File: src/hw/rtl/hsv_pkg.sv
// ----------------------------------------------------------------------------
// HSV to RGB package
// Shared payload types, pipeline stage types and constants for the converter.
// ----------------------------------------------------------------------------
`default_nettype none

package hsv_pkg;

   localparam int HueWidth  = 16;
   localparam int ChanWidth = 8;

   // Half of one hue period (hue * 6 spans three periods of 2^17).
   localparam logic [16:0] HALF_PERIOD = 17'd65536;
   // Added before the shift that takes the ceiling of a division by 2^16.
   localparam logic [15:0] CEIL_FRAC   = 16'd65535;
   // Added before a floor division by 255 to turn it into a ceiling.
   localparam logic [15:0] CEIL_255    = 16'd254;
   // Reciprocal of 255 in 16-bit fixed point, rounded down.
   localparam logic [8:0]  RECIP_255   = 9'd257;
   localparam logic [15:0] CHAN_MAX    = 16'd255;

   typedef struct packed {
      logic [HueWidth-1:0]  hue;
      logic [ChanWidth-1:0] saturation;
      logic [ChanWidth-1:0] brightness;
   } req_type;

   typedef struct packed {
      logic [ChanWidth-1:0] red;
      logic [ChanWidth-1:0] green;
      logic [ChanWidth-1:0] blue;
   } rsp_type;

   // Six 60-degree sectors of the hue circle.
   typedef enum logic [2:0] {
      SECT_RED_YELLOW     = 3'd0,
      SECT_YELLOW_GREEN   = 3'd1,
      SECT_GREEN_CYAN     = 3'd2,
      SECT_CYAN_BLUE      = 3'd3,
      SECT_BLUE_MAGENTA   = 3'd4,
      SECT_MAGENTA_RED    = 3'd5
   } sector_type;

   // What the front end hands to the divide stages.
   typedef struct packed {
      sector_type           sector;
      logic [ChanWidth-1:0] value;
      logic [15:0]          chroma;    // saturation * brightness
      logic [31:0]          weighted;  // chroma * hue distance
   } stage_type;

endpackage : hsv_pkg

`default_nettype wire

File: src/hw/rtl/hsv_front.sv
// ----------------------------------------------------------------------------
// HSV front end
// Two register stages: sector, hue distance and chroma first, then the
// product of chroma and hue distance.
// ----------------------------------------------------------------------------
`default_nettype none

module hsv_front
   import hsv_pkg::*;
(
   input  wire logic      clock,
   input  wire logic      reset,
   input  wire logic      in_valid,
   input  wire req_type   in_data,
   output logic           out_valid,
   output stage_type      out_stage
);

   logic [18:0]   scaled;
   logic [16:0]   phase;
   logic [16:0]   dist_in;
   logic          v1_ff;
   sector_type    sector1_ff;
   logic [16:0]   dist1_ff;
   logic [15:0]   chroma1_ff;
   logic [7:0]    value1_ff;
   logic          v2_ff;
   stage_type     stage2_ff;
   stage_type     stage2_in;

   // hue * 6 by shifts; the top three bits are the sector.
   assign scaled = {1'b0, in_data.hue, 2'b00} + {2'b00, in_data.hue, 1'b0};
   assign phase  = scaled[16:0];

   always_comb begin
      if (phase[16]) begin
         dist_in = phase - HALF_PERIOD;
      end else begin
         dist_in = HALF_PERIOD - phase;
      end
   end

   always_ff @(posedge clock) begin
      if (reset) begin
         v1_ff <= 1'b0;
      end else begin
         v1_ff <= in_valid;
      end
      sector1_ff <= sector_type'(scaled[18:16]);
      dist1_ff   <= dist_in;
      chroma1_ff <= 16'(in_data.saturation) * 16'(in_data.brightness);
      value1_ff  <= in_data.brightness;
   end

   always_comb begin
      stage2_in.sector   = sector1_ff;
      stage2_in.value    = value1_ff;
      stage2_in.chroma   = chroma1_ff;
      stage2_in.weighted = 32'({16'd0, chroma1_ff} * {15'd0, dist1_ff});
   end

   always_ff @(posedge clock) begin
      if (reset) begin
         v2_ff <= 1'b0;
      end else begin
         v2_ff <= v1_ff;
      end
      stage2_ff <= stage2_in;
   end

   assign out_valid = v2_ff;
   assign out_stage = stage2_ff;

endmodule : hsv_front

`default_nettype wire

File: src/hw/rtl/hsv_div255.sv
// ----------------------------------------------------------------------------
// Divide by 255
// Two-stage floor division of a 16-bit value (at most 65279) by 255, done as
// a multiply by the reciprocal and one correction step.
// ----------------------------------------------------------------------------
`default_nettype none

module hsv_div255
   import hsv_pkg::*;
(
   input  wire logic        clock,
   input  wire logic        reset,
   input  wire logic        in_valid,
   input  wire logic [15:0] in_value,
   output logic             out_valid,
   output logic [7:0]       out_quot
);

   logic          va_ff;
   logic [15:0]   num_ff;
   logic [23:0]   prod_ff;
   logic [7:0]    est;
   logic [15:0]   rem;
   logic [7:0]    quot_in;
   logic          vb_ff;
   logic [7:0]    quot_ff;

   always_ff @(posedge clock) begin
      if (reset) begin
         va_ff <= 1'b0;
      end else begin
         va_ff <= in_valid;
      end
      num_ff  <= in_value;
      prod_ff <= 24'({9'd0, in_value} * {16'd0, RECIP_255});
   end

   // The estimate is never high and at most one low over this input range.
   always_comb begin
      est = prod_ff[23:16];
      rem = num_ff - ({est, 8'd0} - {8'd0, est});
      if (rem >= CHAN_MAX) begin
         quot_in = est + 8'd1;
      end else begin
         quot_in = est;
      end
   end

   always_ff @(posedge clock) begin
      if (reset) begin
         vb_ff <= 1'b0;
      end else begin
         vb_ff <= va_ff;
      end
      quot_ff <= quot_in;
   end

   assign out_valid = vb_ff;
   assign out_quot  = quot_ff;

endmodule : hsv_div255

`default_nettype wire

File: src/hw/rtl/hsv_to_rgb_converter.sv
// ----------------------------------------------------------------------------
// HSV to RGB converter
// Six-sector HSV to RGB conversion in fixed point, pipelined for one color
// per clock.
// ----------------------------------------------------------------------------
//  Channel   Ports                         Handshake
//  request   start, busy, req_data         transfer when start && !busy
//  response  rsp_strobe, rsp_data          one-cycle strobe, no back pressure
//
//  A request transfer reaches the response ports through the stages listed below.
//  One color may enter on every clock; busy is always low.
//  The five stages are: sector and chroma, chroma times hue distance,
//  reciprocal multiply for both divisions by 255, correction, channel select.
//  Synchronous reset clears only the valid bits of the pipeline.
// ----------------------------------------------------------------------------
`default_nettype none

module hsv_to_rgb_converter
   import hsv_pkg::*;
(
   input  wire logic    clock,
   input  wire logic    reset,
   input  wire logic    start,
   output logic         busy,
   input  wire req_type req_data,
   output logic         rsp_strobe,
   output rsp_type      rsp_data
);

   logic          front_valid;
   stage_type     front_stage;
   logic [32:0]   weighted_up;
   logic [15:0]   num_x;
   logic [15:0]   num_z;
   logic          x_valid;
   logic          z_valid;
   logic [7:0]    quot_x;
   logic [7:0]    quot_z;
   sector_type    sector_a_ff;
   sector_type    sector_b_ff;
   logic [7:0]    value_a_ff;
   logic [7:0]    value_b_ff;
   logic [7:0]    comp_x;
   logic [7:0]    comp_z;
   rsp_type       rsp_in;
   rsp_type       rsp_ff;
   logic          strobe_ff;

   assign busy = 1'b0;

   hsv_front u_front (
      .clock     (clock),
      .reset     (reset),
      .in_valid  (start & ~busy),
      .in_data   (req_data),
      .out_valid (front_valid),
      .out_stage (front_stage)
   );

   // Ceiling of the weighted chroma over 2^16, then ceiling over 255 below.
   assign weighted_up = {1'b0, front_stage.weighted} + {17'd0, CEIL_FRAC};
   assign num_x = weighted_up[31:16] + CEIL_255;
   assign num_z = front_stage.chroma + CEIL_255;

   hsv_div255 u_div_x (
      .clock     (clock),
      .reset     (reset),
      .in_valid  (front_valid),
      .in_value  (num_x),
      .out_valid (x_valid),
      .out_quot  (quot_x)
   );

   hsv_div255 u_div_z (
      .clock     (clock),
      .reset     (reset),
      .in_valid  (front_valid),
      .in_value  (num_z),
      .out_valid (z_valid),
      .out_quot  (quot_z)
   );

   always_ff @(posedge clock) begin
      sector_a_ff <= front_stage.sector;
      sector_b_ff <= sector_a_ff;
      value_a_ff  <= front_stage.value;
      value_b_ff  <= value_a_ff;
   end

   assign comp_x = value_b_ff - quot_x;
   assign comp_z = value_b_ff - quot_z;

   always_comb begin
      unique case (sector_b_ff)
         SECT_RED_YELLOW: begin
            rsp_in = '{red: value_b_ff, green: comp_x, blue: comp_z};
         end
         SECT_YELLOW_GREEN: begin
            rsp_in = '{red: comp_x, green: value_b_ff, blue: comp_z};
         end
         SECT_GREEN_CYAN: begin
            rsp_in = '{red: comp_z, green: value_b_ff, blue: comp_x};
         end
         SECT_CYAN_BLUE: begin
            rsp_in = '{red: comp_z, green: comp_x, blue: value_b_ff};
         end
         SECT_BLUE_MAGENTA: begin
            rsp_in = '{red: comp_x, green: comp_z, blue: value_b_ff};
         end
         default: begin
            rsp_in = '{red: value_b_ff, green: comp_z, blue: comp_x};
         end
      endcase
   end

   always_ff @(posedge clock) begin
      if (reset) begin
         strobe_ff <= 1'b0;
      end else begin
         strobe_ff <= x_valid & z_valid;
      end
      rsp_ff <= rsp_in;
   end

   assign rsp_strobe = strobe_ff;
   assign rsp_data   = rsp_ff;

endmodule : hsv_to_rgb_converter

`default_nettype wire

File: config.mk
export PLATFORM = sky130hd
export DESIGN_NAME = hsv_to_rgb_converter
export DESIGN_NICKNAME = d
export VERILOG_FILES = /design/src/hw/rtl/hsv_pkg.sv /design/src/hw/rtl/hsv_front.sv /design/src/hw/rtl/hsv_div255.sv /design/src/hw/rtl/hsv_to_rgb_converter.sv
export SDC_FILE = /design/constraint.sdc
export NUM_CORES = 1
export LEC_CHECK = 0
export CELL_PAD_IN_SITES_DETAIL_PLACEMENT = 0
export CELL_PAD_IN_SITES_GLOBAL_PLACEMENT = 1
export CORE_UTILIZATION = 30
export CTS_CLUSTER_DIAMETER = 120
export DETAILED_ROUTE_END_ITERATION = 8
export DONT_BUFFER_PORTS = 1
export PLACE_DENSITY_LB_ADDON = 0.05
export SKIP_CTS_REPAIR_TIMING = 1
export SLEW_MARGIN = 20
export SYNTH_ARGS = -nofsm -noshare
export SYNTH_HDL_FRONTEND = slang
export SYNTH_SLANG_ARGS = --single-unit
File: constraint.sdc
create_clock -name clock -period 6.1 [get_ports clock]
set_input_delay 0.915 -clock clock [delete_from_list [all_inputs] [get_ports clock]]
set_output_delay 0.915 -clock clock [all_outputs]
set_load 0.02 [all_outputs]
# [After elaboration in Yosys (flattened, before gate mapping)]
# Cells that the tools add are included.
# Widths: inputs -> output; s select.
[classes] n_lt_le_gt_ge=2 n_eq_ne=4 muxes=4 n_addsub=14 n_reduce_logical=1 mul=4
[op_table] cell="$pmux 24 s5" n=1
[op_table] cell="$mul 16x9->24 const B" n=2
[op_table] cell="$add 16x8->16 const B" n=2
[op_table] cell="$add 32x16->32 const B" n=1
[op_table] cell="$ge 16x8->1 const B" n=2
[op_table] cell="$mul 16x17->32" n=1
[op_table] cell="$sub 16x16->16" n=2
[op_table] cell="$sub 16x8->16" n=2
[op_table] cell="$add 18x17->19" n=1
[op_table] cell="$mux 17" n=1
[op_table] cell="$sub 17x17->17 const A" n=1
[op_table] cell="$sub 17x17->17 const B" n=1
[op_table] cell="$add 8x1->8 const B" n=2
[op_table] cell="$mul 8x8->16" n=1
[op_table] cell="$mux 8" n=2
[op_table] cell="$sub 8x8->8" n=2
[op_table] cell="$eq 3x2->1 const B" n=2
[op_table] cell="$eq 3x1->1 const B" n=1
[op_table] cell="$eq 3x3->1 const B" n=1
[op_table] cell="$logic_not 3->1" n=1
[word_totals] reg_bits=250 inputBits=35 word_cells=55

# [Depth between registers and ports, before layout]
# Gate-level depths: netlist of run 1.
[logic_depth] ltp_word=4 ltp_mapped=25

# [Hierarchy]
# Synthesis of run 1 repeated with hierarchy kept, for this count alone.
[hier_totals] cells_unflattened=2346 area_unflattened_um2=21535.7
[by_module_without_submodules] mod="hsv_front" instances=1 seq_area_each_um2=2062.0 area_each_um2=13675.6 cells_each=1480
[by_module_without_submodules] mod="hsv_to_rgb_converter" instances=1 seq_area_each_um2=940.9 area_each_um2=3057.9 cells_each=359
[by_module_without_submodules] mod="hsv_div255 (u_div_x)" instances=1 seq_area_each_um2=680.7 area_each_um2=2483.6 cells_each=269
[by_module_without_submodules] mod="hsv_div255 (u_div_z)" instances=1 seq_area_each_um2=680.7 area_each_um2=2318.5 cells_each=238

# [Worst setup path after synthesis of run 1]
# Ideal clock, no wire load.
[synth_path] path_kind="register to register" from="register u_front.chroma1_ff[15]" to="register u_front.stage2_ff, in the netlist u_front.out_stage[31]" t_arrival_ps=6023 setup_slack_ps=-44 synth_period_minus_slack_ps=6144 setup_ps=121 path_stages_with_launch=23 n_path_buf=2 path_cell_list="dfxtp_1 -> clkbuf_1 -> nand2_1 -> fa_1 -> fa_1 -> inv_1 -> fa_1 -> fa_1 -> fa_1 -> inv_1 -> fa_1 -> inv_1 -> ha_1 -> clkbuf_1 -> a211oi_1 -> o21ai_0 -> a32oi_1 -> nand2_1 -> a221oi_1 -> a21oi_1 -> or2_1 -> a31oi_1 -> xnor2_1"
[synth_lines] item="start: declaration" line="hsv_front.sv:25" source="logic [15:0] chroma1_ff;"
[synth_lines] item="start signal: assignment" line="hsv_front.sv:51" source="chroma1_ff <= 16'(in_data.saturation) * 16'(in_data.brightness);"
[synth_lines] item="end signal: assignment" line="hsv_front.sv:68" source="stage2_ff <= stage2_in;"
[synth_lines] item="end: declaration" line="hsv_front.sv:28" source="stage_type stage2_ff;"

==> flow_summary.json, run 1 <==
{
  "cts_tree": "done",
  "startpoint_type": "flop",
  "synth_seq_area_share_pct": 20.6,
  "cp.depth": 24,
  "ys.flop_type": "dfxtp_1",
  "cp_data_required_time_ns": 6.56,
  "htree_levels": 1,
  "path_buf_inv": 9,
  "wl_per_cell_um": 16.1,
  "path_delay_family": "adder cells",
  "synthCells": 2316,
  "ant_nets": 0,
  "place_congestion": 0.790,
  "outcome": "finished clean",
  "yosys.area.top_type_share_pct": 22.2,
  "worstSetupPathType": "reg -> reg",
  "synth_top_area_cell": "fa_1",
  "synth.distinct_cells": 90,
  "arrival_ns": 6.33,
  "n_antenna_cell": 0,
  "slew_headroom_pct": 27.1,
  "fp.dieArea_um2": 70900,
  "synth_edf_count": 0,
  "grt_max_degree": 48,
  "rows": 96,
  "synth_nets": 2854,
  "grt_pass1_vias": 16200,
  "die-width_um": 266,
  "layout.nets": 2951,
  "crit_slowest_cell": "fa_2",
  "rsz0062_at_grt": "yes",
  "grt_use_met3_pct": 1.50,
  "tightest_slew_ns": 1.09,
  "clock-sinks": 216,
  "root_buffer": "clkbuf_16",
  "pre_cts_slack_ns": -0.217,
  "start_util_pct": 30.5,
  "period_needed_ns": 5.87,
  "clk_pin_slew_ns": 0.06,
  "cap_viol_max_count": 0,
  "cp_slowest_stage_delay_ns": 0.57,
  "numCtsBuffers": 30,
  "grt_overflow": 0,
  "yosys_register_bits": 216,
  "path_cells": "buf_4 > and2_1 > fa_1 > inv_1 > fa_2 > fa_1 > fa_1 > inv_1 > fa_1 > inv_1 > fa_1 > inv_1 > ha_4 > buf_4 > inv_1 > buf_4 > nor2_1 > a31o_2 > a21oi_1 > buf_4 > a21oi_2 > a41oi_2 > nor2b_4 > xnor2_1",
  "hold_start": "value_a_ff[0]",
  "finalSetupViolations": 0,
  "core-area_um2": 68800,
  "hold_class": "reg -> reg",
  "clockBufferDepth": 3,
  "finalWorstSetupSlack_ns": 0.225,
  "grt_busiest_layer": "met2",
  "grt_util_met2_pct": 26.6,
  "ys_warn_count": 0,
  "min_period_over_period_pct": 96.3,
  "syn_area_um2": 21000,
  "vias": 15400,
  "hold_path_depth": 0,
  "layout_common_cells": "inv_1, ha_1, nand2_1",
  "async_flop_share_pct": 0,
  "drc": 0,
  "path_max_fanout": 8,
  "drt_pre_antenna_iters": 5,
  "layout-drive-gt1-share_pct": 11.2,
  "synth_area_leaders": "fa_1, dfxtp_1, ha_1",
  "rr_startpoint": "u_front.dist1_ff[6]",
  "worst_skew_pair.late_latency_ns": 0.59,
  "drt-initial-drc-count": 619,
  "place.port_buffers": 0,
  "grt_first_pass_wirelength_mm": 87.6,
  "use_met1_pct": 20.9,
  "fp.dieH_um": 266,
  "final_common_cell": "inv_1",
  "startpoint": "u_front.dist1_ff[6]",
  "track_usage_pct": 15.5,
  "fin_skew_ns": 0.0146,
  "reg2regPathDepth": 24,
  "vias_per_cell": 4.58,
  "cp-end-kind": "flop",
  "fmax_mhz": 170,
  "wirelength_mm": 54.3,
  "hold_violations": 0,
  "areaGrowthSynthToFinish_pct": 15.6,
  "antenna_found_initial": 1,
  "slew_viol_final": 0,
  "dp_hpwl_mm": 45.9,
  "ios": 61,
  "syn_area_per_cell_um2": 9.05
}
## synthesized netlist by cell type (all sizes together) (6+ instances only)
library cell,count
a211oi,12
a21boi,8
a21o,22
a21oi,84
a221oi,11
a22o,8
a22oi,7
a31o,6
a31oi,11
and2,145
and3,6
buf,6
clkbuf,50
dfxtp,216
fa,232
ha,271
inv,395
mux2i,11
nand2,265
nand2b,12
nand3,24
nand4,19
nor2,104
nor2b,22
nor3,27
nor4,14
o2111ai,8
o21a,9
o21ai,64
o21bai,7
or2,9
or3,7
xnor2,106
xor2,46
## layout make-up
class,instances,area [um^2]
Tap cell,931,1160
Inverter,396,1490
Fill cell,7150,44600
Multi-Input combinational cell,1648,15100
Clock buffer,34,786
Timing Repair Buffer,121,966
Sequential cell,216,4390
Clock inverter,22,319
## logic make-up after synthesis
kind of cell	count (synthesis)	synth area share, %
AOI/OAI and AO/OA	308	9.81
xor gates and xnor gates	152	6.46
adders and majority gates	503	38.3
buffers and inverters	452	8.16
DFF	216	20.6
muxes	13	0.633
other	1	0.0179
and+or+nand+nor	671	15.9
## worst register-to-register path: stages, from the launching register on
cell,delay (ns)
dfxtp_4,0.38
buf_4,0.17
and2_1,0.16
fa_1,0.55
inv_1,0.07
fa_2,0.57
fa_1,0.43
fa_1,0.49
inv_1,0.05
fa_1,0.53
inv_1,0.06
fa_1,0.53
inv_1,0.06
ha_4,0.27
buf_4,0.11
inv_1,0.05
buf_4,0.14
nor2_1,0.14
a31o_2,0.19
a21oi_1,0.06
buf_4,0.15
a21oi_2,0.16
a41oi_2,0.15
nor2b_4,0.16
xnor2_1,0.13
## state kept, by name, indices dropped and copies added, names as in the netlist, 8 cells and up
name and flops:
u_front.out_stage 58, rsp_data 24, u_div_x.num_ff 16, u_div_z.num_ff 16
u_front.chroma1_ff 16, u_front.dist1_ff 16, u_div_x.out_quot 8, u_div_x.prod_ff 8
u_div_z.out_quot 8, u_div_z.prod_ff 8, u_front.value1_ff 8, value_a_ff 8
value_b_ff 8
## per-stage QoR
stage          hold WS (ns)  std cells  cell area, um^2  TNS [ns]  utilization (%)
2_1_floorplan         0.310       2316            21000         0                -
3_3_place_gp          0.311       3305            22800    -0.395             33.1
3_5_place_dp          0.312       3305            22800    -0.563             33.1
4_1_cts               0.309       3361            23900    -0.661             34.7
5_1_grt               0.315       3368            24200   -0.0812             35.2
6_report              0.326       3368            24200         0             35.2
## per-layer routing
layer | part of all wire, % | vias to the layer above
met3 | 2.5 | 68
met2 | 48 | 179
li1 | - | 7668
met4 | 2.0 | 0
met5 | 0 | -
met1 | 48 | 7497
## path summary, 6_finish.rpt
path                            slack [ns]                     to
worst max-delay path                  0.23  u_front.out_stage[28]
worst min-delay path                  0.33          value_b_ff[0]
worst max register to register        0.23  u_front.out_stage[28]
worst min register to register        0.33          value_b_ff[0]
Power of run 1 is left out: the tool's default activity adds up to more than one toggle a clock period on the data nets, which glitch-free logic cannot reach.
==> run 2, diff against run 1 <==
Settings changed: MAX_ROUTING_LAYER set to met4.
==> flow_summary.json, run 2 (same netlist as run 1, synthesis figures left out) <==
{
  "outcome": "finished clean",
  "htree_levels": 1,
  "rsz0062_at_grt": "yes",
  "post_dp_cell_area_um2": 22800,
  "startpoint": "u_front.dist1_ff[6]",
  "layout_common_cells": "inv_1, ha_1, nand2_1",
  "hold_class": "reg -> reg",
  "crit_slowest_cell": "fa_2",
  "grt_use_met3_pct": 1.49,
  "rr_startpoint": "u_front.dist1_ff[6]",
  "cp_slowest_stage_delay_ns": 0.57,
  "min_period_over_period_pct": 96.3,
  "reg2regPathDepth": 24,
  "grt_busiest_layer": "met2",
  "drt-initial-drc-count": 650,
  "ios": 61,
  "start_util_pct": 30.5,
  "final_area_um2": 24200,
  "path_buf_inv": 9,
  "grt_util_met2_pct": 26.6,
  "reg2reg_to": "u_front.out_stage[28]",
  "grt_pass1_vias": 16200,
  "cap_viol_max_count": 0,
  "clockBufferDepth": 3,
  "clk_pin_slew_ns": 0.06,
  "clock-sinks": 216,
  "fp.dieArea_um2": 70900,
  "grt_first_pass_wirelength_mm": 87.6,
  "numCtsBuffers": 30,
  "startpoint_type": "flop",
  "fmax_mhz": 170,
  "place_congestion": 0.801,
  "dp_hpwl_mm": 45.9,
  "hold_violations": 0,
  "grt_max_degree": 48,
  "n_antenna_cell": 0,
  "fp.dieH_um": 266,
  "die-width_um": 266,
  "arrival_ns": 6.33,
  "root_buffer": "clkbuf_16",
  "cp-end-kind": "flop",
  "place.port_buffers": 0,
  "cp.depth": 24,
  "path_delay_family": "adder cells",
  "final_common_cell": "inv_1",
  "antenna_found_initial": 1,
  "slew_headroom_pct": 27.3,
  "worstSetupPathType": "reg -> reg",
  "finalSetupViolations": 0,
  "crit_path_end": "u_front.out_stage[28]",
  "layout-drive-gt1-share_pct": 11.2,
  "path_max_fanout": 8,
  "cp_data_required_time_ns": 6.56,
  "r2r_slack_ns": 0.23,
  "grt_overflow": 0,
  "period_needed_ns": 5.87,
  "track_usage_pct": 16.0,
  "slew_viol_final": 0,
  "cts_tree": "done",
  "areaGrowthSynthToFinish_pct": 15.6,
  "worst_skew_pair.late_latency_ns": 0.59,
  "tightest_slew_ns": 1.09,
  "wirelength_mm": 54.3,
  "largest_reg_flops": 58,
  "core-area_um2": 68800,
  "use_met1_pct": 20.9,
  "drt_pre_antenna_iters": 5,
  "ant_nets": 0,
  "fill_cells": 7150,
  "layout.nets": 2951,
  "fin_skew_ns": 0.0160,
  "wl_per_cell_um": 16.1,
  "vias_per_cell": 4.58,
  "drc": 0,
  "hold_path_depth": 0,
  "path_cells": "buf_4 > and2_1 > fa_1 > inv_1 > fa_2 > fa_1 > fa_1 > inv_1 > fa_1 > inv_1 > fa_1 > inv_1 > ha_4 > buf_4 > inv_1 > buf_4 > nor2_1 > a31o_2 > a21oi_1 > buf_4 > a21oi_2 > a41oi_2 > nor2b_4 > xnor2_1",
  "rows": 96,
  "vias": 15400
}
[run 2: cell counts in the layout (fill, tap and decap cells not counted)]
No cell type changed its count.
[run 2: final cells by class]
type / count / area (um^2) / share of cell area (%)
tap: 931 / 1160 / 4.81
clock inverter: 22 / 319 / 1.32
timing repair buffer: 121 / 966 / 3.99
multi-input combinational: 1648 / 15100 / 62.4
sequential: 216 / 4390 / 18.1
clock buffer: 34 / 786 / 3.24
inverter: 396 / 1490 / 6.14
[run 2: metrics by stage]
stage | utilization [%] | hold WS, ns | setup WS [ns] | setup TNS [ns] | std cells
global placement | 33.1 | 0.311 | -0.160 | -0.395 | 3305
floorplan | - | 0.310 | 0.0257 | 0 | 2316
global route | 35.2 | 0.313 | -0.0309 | -0.0811 | 3368
CTS | 34.7 | 0.309 | -0.232 | -0.661 | 3361
finish | 35.2 | 0.325 | 0.228 | 0 | 3368
detailed placement | 33.1 | 0.312 | -0.217 | -0.563 | 3305
[run 2: worst register-to-register path: stages, from the launching register on]
cell and delay, ns:
dfxtp_4 0.38, buf_4 0.17, and2_1 0.16, fa_1 0.55, inv_1 0.07, fa_2 0.57, fa_1 0.43, fa_1 0.49
inv_1 0.05, fa_1 0.53, inv_1 0.06, fa_1 0.53, inv_1 0.06, ha_4 0.27, buf_4 0.11, inv_1 0.05
buf_4 0.14, nor2_1 0.14, a31o_2 0.19, a21oi_1 0.06, buf_4 0.15, a21oi_2 0.16, a41oi_2 0.15, nor2b_4 0.16
xnor2_1 0.13
[run 2: worst min path at each step]
| stage | start | endpoint | slack, ns |
|---|---|---|---|
| detailed placement | u_front.value1_ff[1] | u_front.out_stage[49] | 0.31 |
| floorplan | u_front.out_stage[56] | sector_a_ff[0] | 0.31 |
| finish | value_a_ff[0] | value_b_ff[0] | 0.33 |
| CTS | req_data[1] | u_front.value1_ff[1] | 0.31 |
| global route | req_data[6] | u_front.value1_ff[6] | 0.31 |
| global placement | u_front.value1_ff[2] | u_front.out_stage[50] | 0.31 |
[run 2: metal layers]
layer  vias to the layer above  part of all wire, %  wire length [um]
li1                       7667                    -                 -
met1                      7509                   48             26000
met2                       175                   48             25800
met3                        68                  2.4              1310
met4                         0                  2.1              1130
met5                         -                    0                 0
Power of run 2 is left out for the same reason.
